### src/rtl/core/aoc_pkg.sv
// Alpha-over compositor package: pixel payload types, pipeline stage records
// and fixed widths shared by the interfaces and every core module.
// No dependencies.
`default_nettype none

package aoc_pkg;

    localparam int CH_W        = 8;
    localparam int NUM_CH      = 3;
    localparam int W_W         = 16;   // compositing weight, max 255*256
    localparam int N_W         = 24;   // weighted channel sum, below w*256
    localparam int DIV_STEP    = 2;    // quotient bits resolved per divider stage
    localparam int DIV_STAGES  = CH_W / DIV_STEP;

    localparam logic [CH_W-1:0] FULL_ALPHA  = 8'hFF;
    localparam logic [W_W-1:0]  UNIT_WEIGHT = 16'h0100;
    localparam int              FRAC_BITS   = 8;

    typedef struct packed {
        logic [CH_W-1:0] dst_red;
        logic [CH_W-1:0] dst_green;
        logic [CH_W-1:0] dst_blue;
        logic [CH_W-1:0] dst_alpha;
        logic [CH_W-1:0] src_red;
        logic [CH_W-1:0] src_green;
        logic [CH_W-1:0] src_blue;
        logic [CH_W-1:0] src_alpha;
    } t_in_pix;

    typedef struct packed {
        logic [CH_W-1:0] out_red;
        logic [CH_W-1:0] out_green;
        logic [CH_W-1:0] out_blue;
        logic [CH_W-1:0] out_alpha;
    } t_out_pix;

    // weights chosen so that every case reduces to (ws*s + wd*d) / w
    typedef struct packed {
        logic [W_W-1:0]               ws;
        logic [W_W-1:0]               wd;
        logic [W_W-1:0]               w;
        logic [CH_W-1:0]              alpha;
        logic [NUM_CH-1:0][CH_W-1:0]  src;
        logic [NUM_CH-1:0][CH_W-1:0]  dst;
    } t_prep_stage;

    typedef struct packed {
        logic [NUM_CH-1:0][N_W-1:0]   num;
        logic [W_W-1:0]               w;
        logic [CH_W-1:0]              alpha;
    } t_mul_stage;

    typedef struct packed {
        logic [NUM_CH-1:0][N_W-1:0]   rem;
        logic [NUM_CH-1:0][CH_W-1:0]  quo;
        logic [W_W-1:0]               w;
        logic [CH_W-1:0]              alpha;
    } t_div_stage;

endpackage

`default_nettype wire

### src/rtl/core/aoc_if.sv
// Valid/ready channel interfaces for the compositor pixel streams.
// Depends on aoc_pkg for the payload types.
`default_nettype none

interface aoc_pix_in_if;
    import aoc_pkg::*;

    logic    valid;
    logic    ready;
    t_in_pix data;

    modport source (output valid, output data, input ready);
    modport sink   (input valid, input data, output ready);
endinterface

interface aoc_pix_out_if;
    import aoc_pkg::*;

    logic     valid;
    logic     ready;
    t_out_pix data;

    modport source (output valid, output data, input ready);
    modport sink   (input valid, input data, output ready);
endinterface

`default_nettype wire

### src/rtl/core/aoc_prep.sv
// First pipeline stage: classifies the pixel pair and derives the blend
// weights and result alpha. Depends on aoc_pkg.
`default_nettype none

module aoc_prep (
    input  wire                  i_clk,
    input  wire                  i_rst_n,
    input  wire                  i_en,
    input  wire                  i_vld,
    input  aoc_pkg::t_in_pix     i_pix,
    output logic                 o_vld,
    output aoc_pkg::t_prep_stage o_stage
);
    import aoc_pkg::*;

    logic [CH_W-1:0] sa;
    logic [CH_W-1:0] da;
    logic [W_W-1:0]  ws_gen;
    logic [W_W-1:0]  wd_gen;
    logic [W_W-1:0]  w_gen;
    t_prep_stage     n_stage;
    t_prep_stage     r_stage;
    logic            r_vld;

    assign sa     = i_pix.src_alpha;
    assign da     = i_pix.dst_alpha;
    assign ws_gen = {sa, 8'h00};
    assign wd_gen = {8'h00, FULL_ALPHA - sa} * {8'h00, da};
    assign w_gen  = ws_gen + wd_gen;

    always_comb begin
        n_stage.src = {i_pix.src_blue, i_pix.src_green, i_pix.src_red};
        n_stage.dst = {i_pix.dst_blue, i_pix.dst_green, i_pix.dst_red};
        if (sa == FULL_ALPHA) begin
            // quotient of s*1/1 passes the source through
            n_stage.ws    = W_W'(1);
            n_stage.wd    = '0;
            n_stage.w     = W_W'(1);
            n_stage.alpha = FULL_ALPHA;
        end else if (da == FULL_ALPHA) begin
            // divide by 256 is the >>8 of the opaque-destination blend
            n_stage.ws    = {8'h00, sa};
            n_stage.wd    = UNIT_WEIGHT - {8'h00, sa};
            n_stage.w     = UNIT_WEIGHT;
            n_stage.alpha = FULL_ALPHA;
        end else if (w_gen[W_W-1:FRAC_BITS] == '0) begin
            // negligible coverage: zero numerator gives an all-zero pixel
            n_stage.ws    = '0;
            n_stage.wd    = '0;
            n_stage.w     = W_W'(1);
            n_stage.alpha = '0;
        end else begin
            n_stage.ws    = ws_gen;
            n_stage.wd    = wd_gen;
            n_stage.w     = w_gen;
            n_stage.alpha = w_gen[W_W-1:FRAC_BITS];
        end
    end

    always_ff @(posedge i_clk) begin
        if (!i_rst_n) begin
            r_vld <= 1'b0;
        end else if (i_en) begin
            r_vld <= i_vld;
        end
    end

    always_ff @(posedge i_clk) begin
        if (i_en) begin
            r_stage <= n_stage;
        end
    end

    assign o_vld   = r_vld;
    assign o_stage = r_stage;

endmodule

`default_nettype wire

### src/rtl/core/aoc_mul.sv
// Second pipeline stage: forms the weighted channel sums ws*s + wd*d for
// the three color channels. Depends on aoc_pkg.
`default_nettype none

module aoc_mul (
    input  wire                  i_clk,
    input  wire                  i_rst_n,
    input  wire                  i_en,
    input  wire                  i_vld,
    input  aoc_pkg::t_prep_stage i_stage,
    output logic                 o_vld,
    output aoc_pkg::t_mul_stage  o_stage
);
    import aoc_pkg::*;

    t_mul_stage n_stage;
    t_mul_stage r_stage;
    logic       r_vld;

    always_comb begin
        n_stage.w     = i_stage.w;
        n_stage.alpha = i_stage.alpha;
        for (int c = 0; c < NUM_CH; c++) begin
            n_stage.num[c] = {8'h00, i_stage.ws} * {16'h0000, i_stage.src[c]}
                           + {8'h00, i_stage.wd} * {16'h0000, i_stage.dst[c]};
        end
    end

    always_ff @(posedge i_clk) begin
        if (!i_rst_n) begin
            r_vld <= 1'b0;
        end else if (i_en) begin
            r_vld <= i_vld;
        end
    end

    always_ff @(posedge i_clk) begin
        if (i_en) begin
            r_stage <= n_stage;
        end
    end

    assign o_vld   = r_vld;
    assign o_stage = r_stage;

endmodule

`default_nettype wire

### src/rtl/core/aoc_div.sv
// Pipelined restoring divider: resolves two quotient bits per register
// stage, three channels in parallel against the shared weight.
// Depends on aoc_pkg.
`default_nettype none

module aoc_div (
    input  wire                 i_clk,
    input  wire                 i_rst_n,
    input  wire                 i_en,
    input  wire                 i_vld,
    input  aoc_pkg::t_mul_stage i_stage,
    output logic                o_vld,
    output aoc_pkg::t_out_pix   o_pix
);
    import aoc_pkg::*;

    t_div_stage n_stage [DIV_STAGES];
    t_div_stage r_stage [DIV_STAGES];
    logic [DIV_STAGES-1:0] r_vld;

    // quotient is known to fit in 8 bits, so the walk starts at bit 7
    always_comb begin
        t_div_stage cur;
        logic [N_W-1:0] dsr;
        for (int k = 0; k < DIV_STAGES; k++) begin
            if (k == 0) begin
                cur.rem   = i_stage.num;
                cur.quo   = '0;
                cur.w     = i_stage.w;
                cur.alpha = i_stage.alpha;
            end else begin
                cur = r_stage[k-1];
            end
            for (int j = 0; j < DIV_STEP; j++) begin
                dsr = {8'h00, cur.w} << (CH_W - 1 - k * DIV_STEP - j);
                for (int c = 0; c < NUM_CH; c++) begin
                    if (cur.rem[c] >= dsr) begin
                        cur.rem[c] = cur.rem[c] - dsr;
                        cur.quo[c] = {cur.quo[c][CH_W-2:0], 1'b1};
                    end else begin
                        cur.quo[c] = {cur.quo[c][CH_W-2:0], 1'b0};
                    end
                end
            end
            n_stage[k] = cur;
        end
    end

    always_ff @(posedge i_clk) begin
        if (!i_rst_n) begin
            r_vld <= '0;
        end else if (i_en) begin
            r_vld <= {r_vld[DIV_STAGES-2:0], i_vld};
        end
    end

    always_ff @(posedge i_clk) begin
        if (i_en) begin
            for (int k = 0; k < DIV_STAGES; k++) begin
                r_stage[k] <= n_stage[k];
            end
        end
    end

    assign o_vld           = r_vld[DIV_STAGES-1];
    assign o_pix.out_red   = r_stage[DIV_STAGES-1].quo[0];
    assign o_pix.out_green = r_stage[DIV_STAGES-1].quo[1];
    assign o_pix.out_blue  = r_stage[DIV_STAGES-1].quo[2];
    assign o_pix.out_alpha = r_stage[DIV_STAGES-1].alpha;

endmodule

`default_nettype wire

### src/rtl/core/alpha_over_compositor_core.sv
// Source-over compositor for RGBA8 pixel pairs. Takes one pixel pair per
// clock and returns one composited pixel per pair, in order, from a pipeline
// in which one stage forms the blend weights and result alpha, one forms
// the weighted channel sums, and four stages of a restoring divider (two
// quotient bits each) divide those sums by the total weight.
// The whole pipeline advances together; it holds when the last stage has
// a pixel that the sink has not taken, so i_pix.ready follows o_res.ready
// in that case. Depends on aoc_pkg and the interfaces in aoc_if.sv.
`default_nettype none

module alpha_over_compositor_core (
    input  wire           i_clk,
    input  wire           i_rst_n,
    aoc_pix_in_if.sink    i_pix,
    aoc_pix_out_if.source o_res
);
    import aoc_pkg::*;

    logic        adv;
    logic        prep_vld;
    t_prep_stage prep_stage;
    logic        mul_vld;
    t_mul_stage  mul_stage;
    logic        div_vld;
    t_out_pix    div_pix;

    assign adv         = !div_vld || o_res.ready;
    assign i_pix.ready = adv;

    aoc_prep u_prep (
        .i_clk   (i_clk),
        .i_rst_n (i_rst_n),
        .i_en    (adv),
        .i_vld   (i_pix.valid),
        .i_pix   (i_pix.data),
        .o_vld   (prep_vld),
        .o_stage (prep_stage)
    );

    aoc_mul u_mul (
        .i_clk   (i_clk),
        .i_rst_n (i_rst_n),
        .i_en    (adv),
        .i_vld   (prep_vld),
        .i_stage (prep_stage),
        .o_vld   (mul_vld),
        .o_stage (mul_stage)
    );

    aoc_div u_div (
        .i_clk   (i_clk),
        .i_rst_n (i_rst_n),
        .i_en    (adv),
        .i_vld   (mul_vld),
        .i_stage (mul_stage),
        .o_vld   (div_vld),
        .o_pix   (div_pix)
    );

    assign o_res.valid = div_vld;
    assign o_res.data  = div_pix;

endmodule

`default_nettype wire

### src/flat_wrapper.sv
// flat-port wrapper written by rule: the top's interface ports become plain ports
module alpha_over_compositor_core_flat import aoc_pkg::*;
  (i_clk, i_rst_n, i_pix_valid, i_pix_data, i_pix_ready, o_res_valid, o_res_data, o_res_ready);
  aoc_pix_in_if i_pix_i ();
  aoc_pix_out_if o_res_i ();
  input  wire i_clk;
  input  wire i_rst_n;
  input wire logic [$bits(i_pix_i.valid)-1:0] i_pix_valid;
  input wire logic [$bits(i_pix_i.data)-1:0] i_pix_data;
  output wire logic [$bits(i_pix_i.ready)-1:0] i_pix_ready;
  output wire logic [$bits(o_res_i.valid)-1:0] o_res_valid;
  output wire logic [$bits(o_res_i.data)-1:0] o_res_data;
  input wire logic [$bits(o_res_i.ready)-1:0] o_res_ready;
  assign i_pix_i.valid = i_pix_valid;
  assign i_pix_i.data = i_pix_data;
  assign i_pix_ready = i_pix_i.ready;
  assign o_res_valid = o_res_i.valid;
  assign o_res_data = o_res_i.data;
  assign o_res_i.ready = o_res_ready;
  alpha_over_compositor_core u_core (.i_clk(i_clk), .i_rst_n(i_rst_n), .i_pix(i_pix_i), .o_res(o_res_i));
endmodule
### config.mk
export PLATFORM = sky130hd
export DESIGN_NAME = alpha_over_compositor_core_flat
export DESIGN_NICKNAME = d
export VERILOG_FILES = /design/src/rtl/core/aoc_pkg.sv /design/src/rtl/core/aoc_if.sv /design/src/rtl/core/aoc_prep.sv /design/src/rtl/core/aoc_mul.sv /design/src/rtl/core/aoc_div.sv /design/src/rtl/core/alpha_over_compositor_core.sv /design/src/flat_wrapper.sv
export SDC_FILE = /design/constraint.sdc
export NUM_CORES = 2
export LEC_CHECK = 0
export BUFFER_PORTS_ARGS = -buffer_cell sky130_fd_sc_hd__buf_2
export CORE_UTILIZATION = 50
export CTS_BUF_LIST = sky130_fd_sc_hd__clkbuf_2 sky130_fd_sc_hd__clkbuf_4 sky130_fd_sc_hd__clkbuf_8
export CTS_CLUSTER_SIZE = 25
export DETAILED_ROUTE_END_ITERATION = 12
export HOLD_SLACK_MARGIN = 0.06
export PLACE_DENSITY = 0.66
export SYNTH_ARGS = -nofsm -noshare
export SYNTH_HDL_FRONTEND = slang
export SYNTH_SLANG_ARGS = --single-unit
### constraint.sdc
create_clock -name i_clk -period 27.5 [get_ports i_clk]
set_input_delay 1.375 -clock i_clk [delete_from_list [all_inputs] [get_ports i_clk]]
set_output_delay 1.375 -clock i_clk [all_outputs]
set_load 0.01 [all_outputs]
==> results.toml <==
[floorplanning]
dieHeight_um = 364
rows = 132
core_sq_um = 130000
initial_core_util_pct = 50.5
die_w_um = 364
dieArea_sq_um = 132000
ios = 102

[drt]
vias = 48105
wl_per_cell_um = 18.3
first_pass_iters = 6
drtIter0Drc = 3240
avgViaCountPerCell = 5.49
wl_um = 160000
drc = 0
ant_nets = 0

[synth]
synthCells = 6833
synthArstFlopShare_pct = 0
synthTopCellsByArea = "edfxtp_1 25%, fa_1 21%, ha_1 12%"
syn_nets = 8225
synth-seq-cells = 562
yosysWarnings = 0
synth_top_area_cell = "edfxtp_1"
avgSynthCellArea_sq_um = 9.58
synth_top_area_share_pct = 25.5
seq_area_frac_synth_pct = 25.7
synth_area_sq_um = 65500
synthFlopType = "edfxtp_1"
yosys.cell_types.count = 102
synth_edf_count = 556

[sta]
finalHoldViolations = 0
rsz0062_at_grt = "false"
setup_violations = 0
fin_crit_sh_pct = 27.4
layout_min_cycle_time_ns = 7.55
finClkSkew_ns = 0.0471
worst_pin_slew_ns = 1.20
clock.fmax_mhz = 132
max_slew_margin_pct = 19.9
final_max_slew_viol_count = 0
finalSetupTns_ns = 0

[place]
gp_congestion = 0.919
placed_area_sq_um = 68000
dp_hpwl_um = 126000
port_buffers = 101
placed_cells = 8565

[clock_network]
cts_tree = "done"
post_cts_buffers = 0
cts_resized = 0
path_clk_slew_ns = 0.06
clk_latency_ns = 0.85
htreeDepth = 3
clockRootBuffer = "clkbuf_8"
clockBufferDepth = 3
cts_hold_buffers = 0
numCtsBuffers = 104
clock-sinks = 562

[layout]
fill_cells = 11664
final_cell_mix = "976 x inv_1, 808 x nand2_1, 682 x fa_1"
multi_input_area_sq_um = 44300
fin_util_pct = 54.3
design_area_sq_um = 70400
final_common_cell = "inv_1"
seqCellArea_sq_um = 16800
area_growth_pct = 7.58
nNetsFinal = 8321
instances_no_fill = 8765
drive_above_1_share_pct = 7.37

[worst_setup_path]
cp_data_required_time_ns = 28.09
slowest_delay_ns = 1.14
cp.buffers_inverters = 5
path_class = "reg -> reg"
critPathTopFamily = "adder cells"
crit_chain = "nand2_1, fa_1, inv_1, fa_1, fa_1, inv_1, fa_1, inv_1, fa_1, inv_1, fa_1, inv_1, ha_1, nor4_1, o21ai_0, and3_1, o31a_1, o41a_1, a41o_1, o41ai_1, o21bai_1, a21oi_1, xnor2_1"
path_common_cell = "fa_1"
crit_path_end_kind = "flop"
crit_fanout = 24
slowest_stage = "edfxtp_1"
arrival_ns = 8.14
worstSetupStartpointType = "flop"

[flow_run]
cap_violations = 0

[global_routing]
grt.overflow.total = 0
grt_usage_pct = 24.7
grt_pass1_wl_um = 259000
grt_pass1_vias = 48817
antenna_found_initial = 2
grt_max_degree = 184

[worst_hold_path]
hold_path_class = "reg -> reg"

[outcome]
status = "completed"
-- per-stage QoR --
step	hold slack, ns	worst slack, ns
after CTS	0.389	20.01
after global placement	0.401	19.26
after floorplan	0.400	13.75
final	0.411	19.95
after global routing	0.404	19.56
after detailed placement	0.405	19.27
-- worst register-to-register path: stages (launching register included) --
cell	delay, ns
edfxtp_1	1.14
nand2_1	0.19
fa_1	0.57
inv_1	0.05
fa_1	0.39
fa_1	0.54
inv_1	0.06
fa_1	0.53
inv_1	0.05
fa_1	0.47
inv_1	0.05
fa_1	0.47
inv_1	0.04
ha_1	0.21
nor4_1	0.32
o21ai_0	0.21
and3_1	0.25
o31a_1	0.31
o41a_1	0.37
a41o_1	0.29
o41ai_1	0.45
o21bai_1	0.10
a21oi_1	0.18
xnor2_1	0.08
-- registers in the layout, summed over array words and instances (netlist names) --
name	count
u_core.u_prep.o_stage	104
u_core.u_div.r_stage	356
u_core.u_mul.o_vld	1
u_core.u_div.r_vld	4
u_core.u_mul.o_stage	96
u_core.u_prep.o_vld	1
-- cells by family after synthesis --
group                    count (synthesis)  synth area share [%]
XOR/XNOR                               360                  4.85
AO/OA/AOI/OAI                         1175                  11.4
buffers and inverters                 1166                  6.73
AND/OR/NAND/NOR                       2090                  15.6
multiplexers                           156                  2.62
adder cells (fa/ha/maj)               1324                  33.1
flip-flops                             562                  25.7
-- path summary, 6_finish.rpt --
| check | slack (ns) | cells past startpoint | start | endpoint |
|---|---|---|---|---|
| setup / recovery | 19.95 | 23 | u_core.u_prep.o_stage[90]$_SDFFCE_PP0P_ | u_core.u_mul.o_stage[46]$_DFFE_PP_ |
| setup reg to reg | 19.95 | 23 | u_core.u_prep.o_stage[90]$_SDFFCE_PP0P_ | u_core.u_mul.o_stage[46]$_DFFE_PP_ |
| hold / removal | 0.41 | 0 | u_core.u_div.r_stage[2][42]$_DFFE_PP_ | u_core.u_div.r_stage[3][44]$_DFFE_PP_ |
| hold reg to reg | 0.41 | 0 | u_core.u_div.r_stage[2][42]$_DFFE_PP_ | u_core.u_div.r_stage[3][44]$_DFFE_PP_ |
-- area by class of cell --
class                      count  share of cell area [%]
antenna                        4                  0.0142
tap                         1742                    3.09
clock buffer                 130                    2.33
clock inverter                66                    1.07
sequential                   562                    23.9
multi-input combinational   5105                    62.9
inverter                     981                    5.24
timing repair buffer         175                    1.52
-- synthesized netlist by cell type (12+ instances only) --
| cell type | count |
|---|---|
| and3_1 | 29 |
| ha_1 | 642 |
| or2_2 | 21 |
| clkbuf_1 | 166 |
| o211ai_1 | 22 |
| or3_1 | 35 |
| nor2_1 | 337 |
| o21bai_1 | 30 |
| and4_1 | 15 |
| nand4_1 | 56 |
| fa_1 | 682 |
| a21o_1 | 146 |
| nand2_1 | 808 |
| inv_1 | 977 |
| nand2b_1 | 68 |
| buf_2 | 15 |
| mux2_1 | 28 |
| or4_1 | 12 |
| a31oi_1 | 26 |
| xor2_1 | 110 |
| a211oi_1 | 34 |
| and2_1 | 358 |
| mux2i_1 | 34 |
| nor4_1 | 26 |
| xnor2_1 | 248 |
| a21oi_1 | 334 |
| nand3_1 | 74 |
| nor2b_1 | 115 |
| nor3_1 | 92 |
| o21ai_1 | 32 |
| o31ai_1 | 39 |
| mux2_2 | 94 |
| o21a_1 | 77 |
| edfxtp_1 | 556 |
| o21ai_0 | 267 |
| a21boi_0 | 19 |
-- layer usage --
metal  global-route usage, %  wire length [um]  part of all wire, %
met5                       0                 0                    0
met4                    11.9              8500                  5.3
met3                    2.64              6360                  4.0
met2                    42.1             76700                   48
met1                    31.4             68900                   43
Power is left out: the tool's default activity adds up to more than one toggle a clock period on the data nets, which glitch-free logic cannot reach.
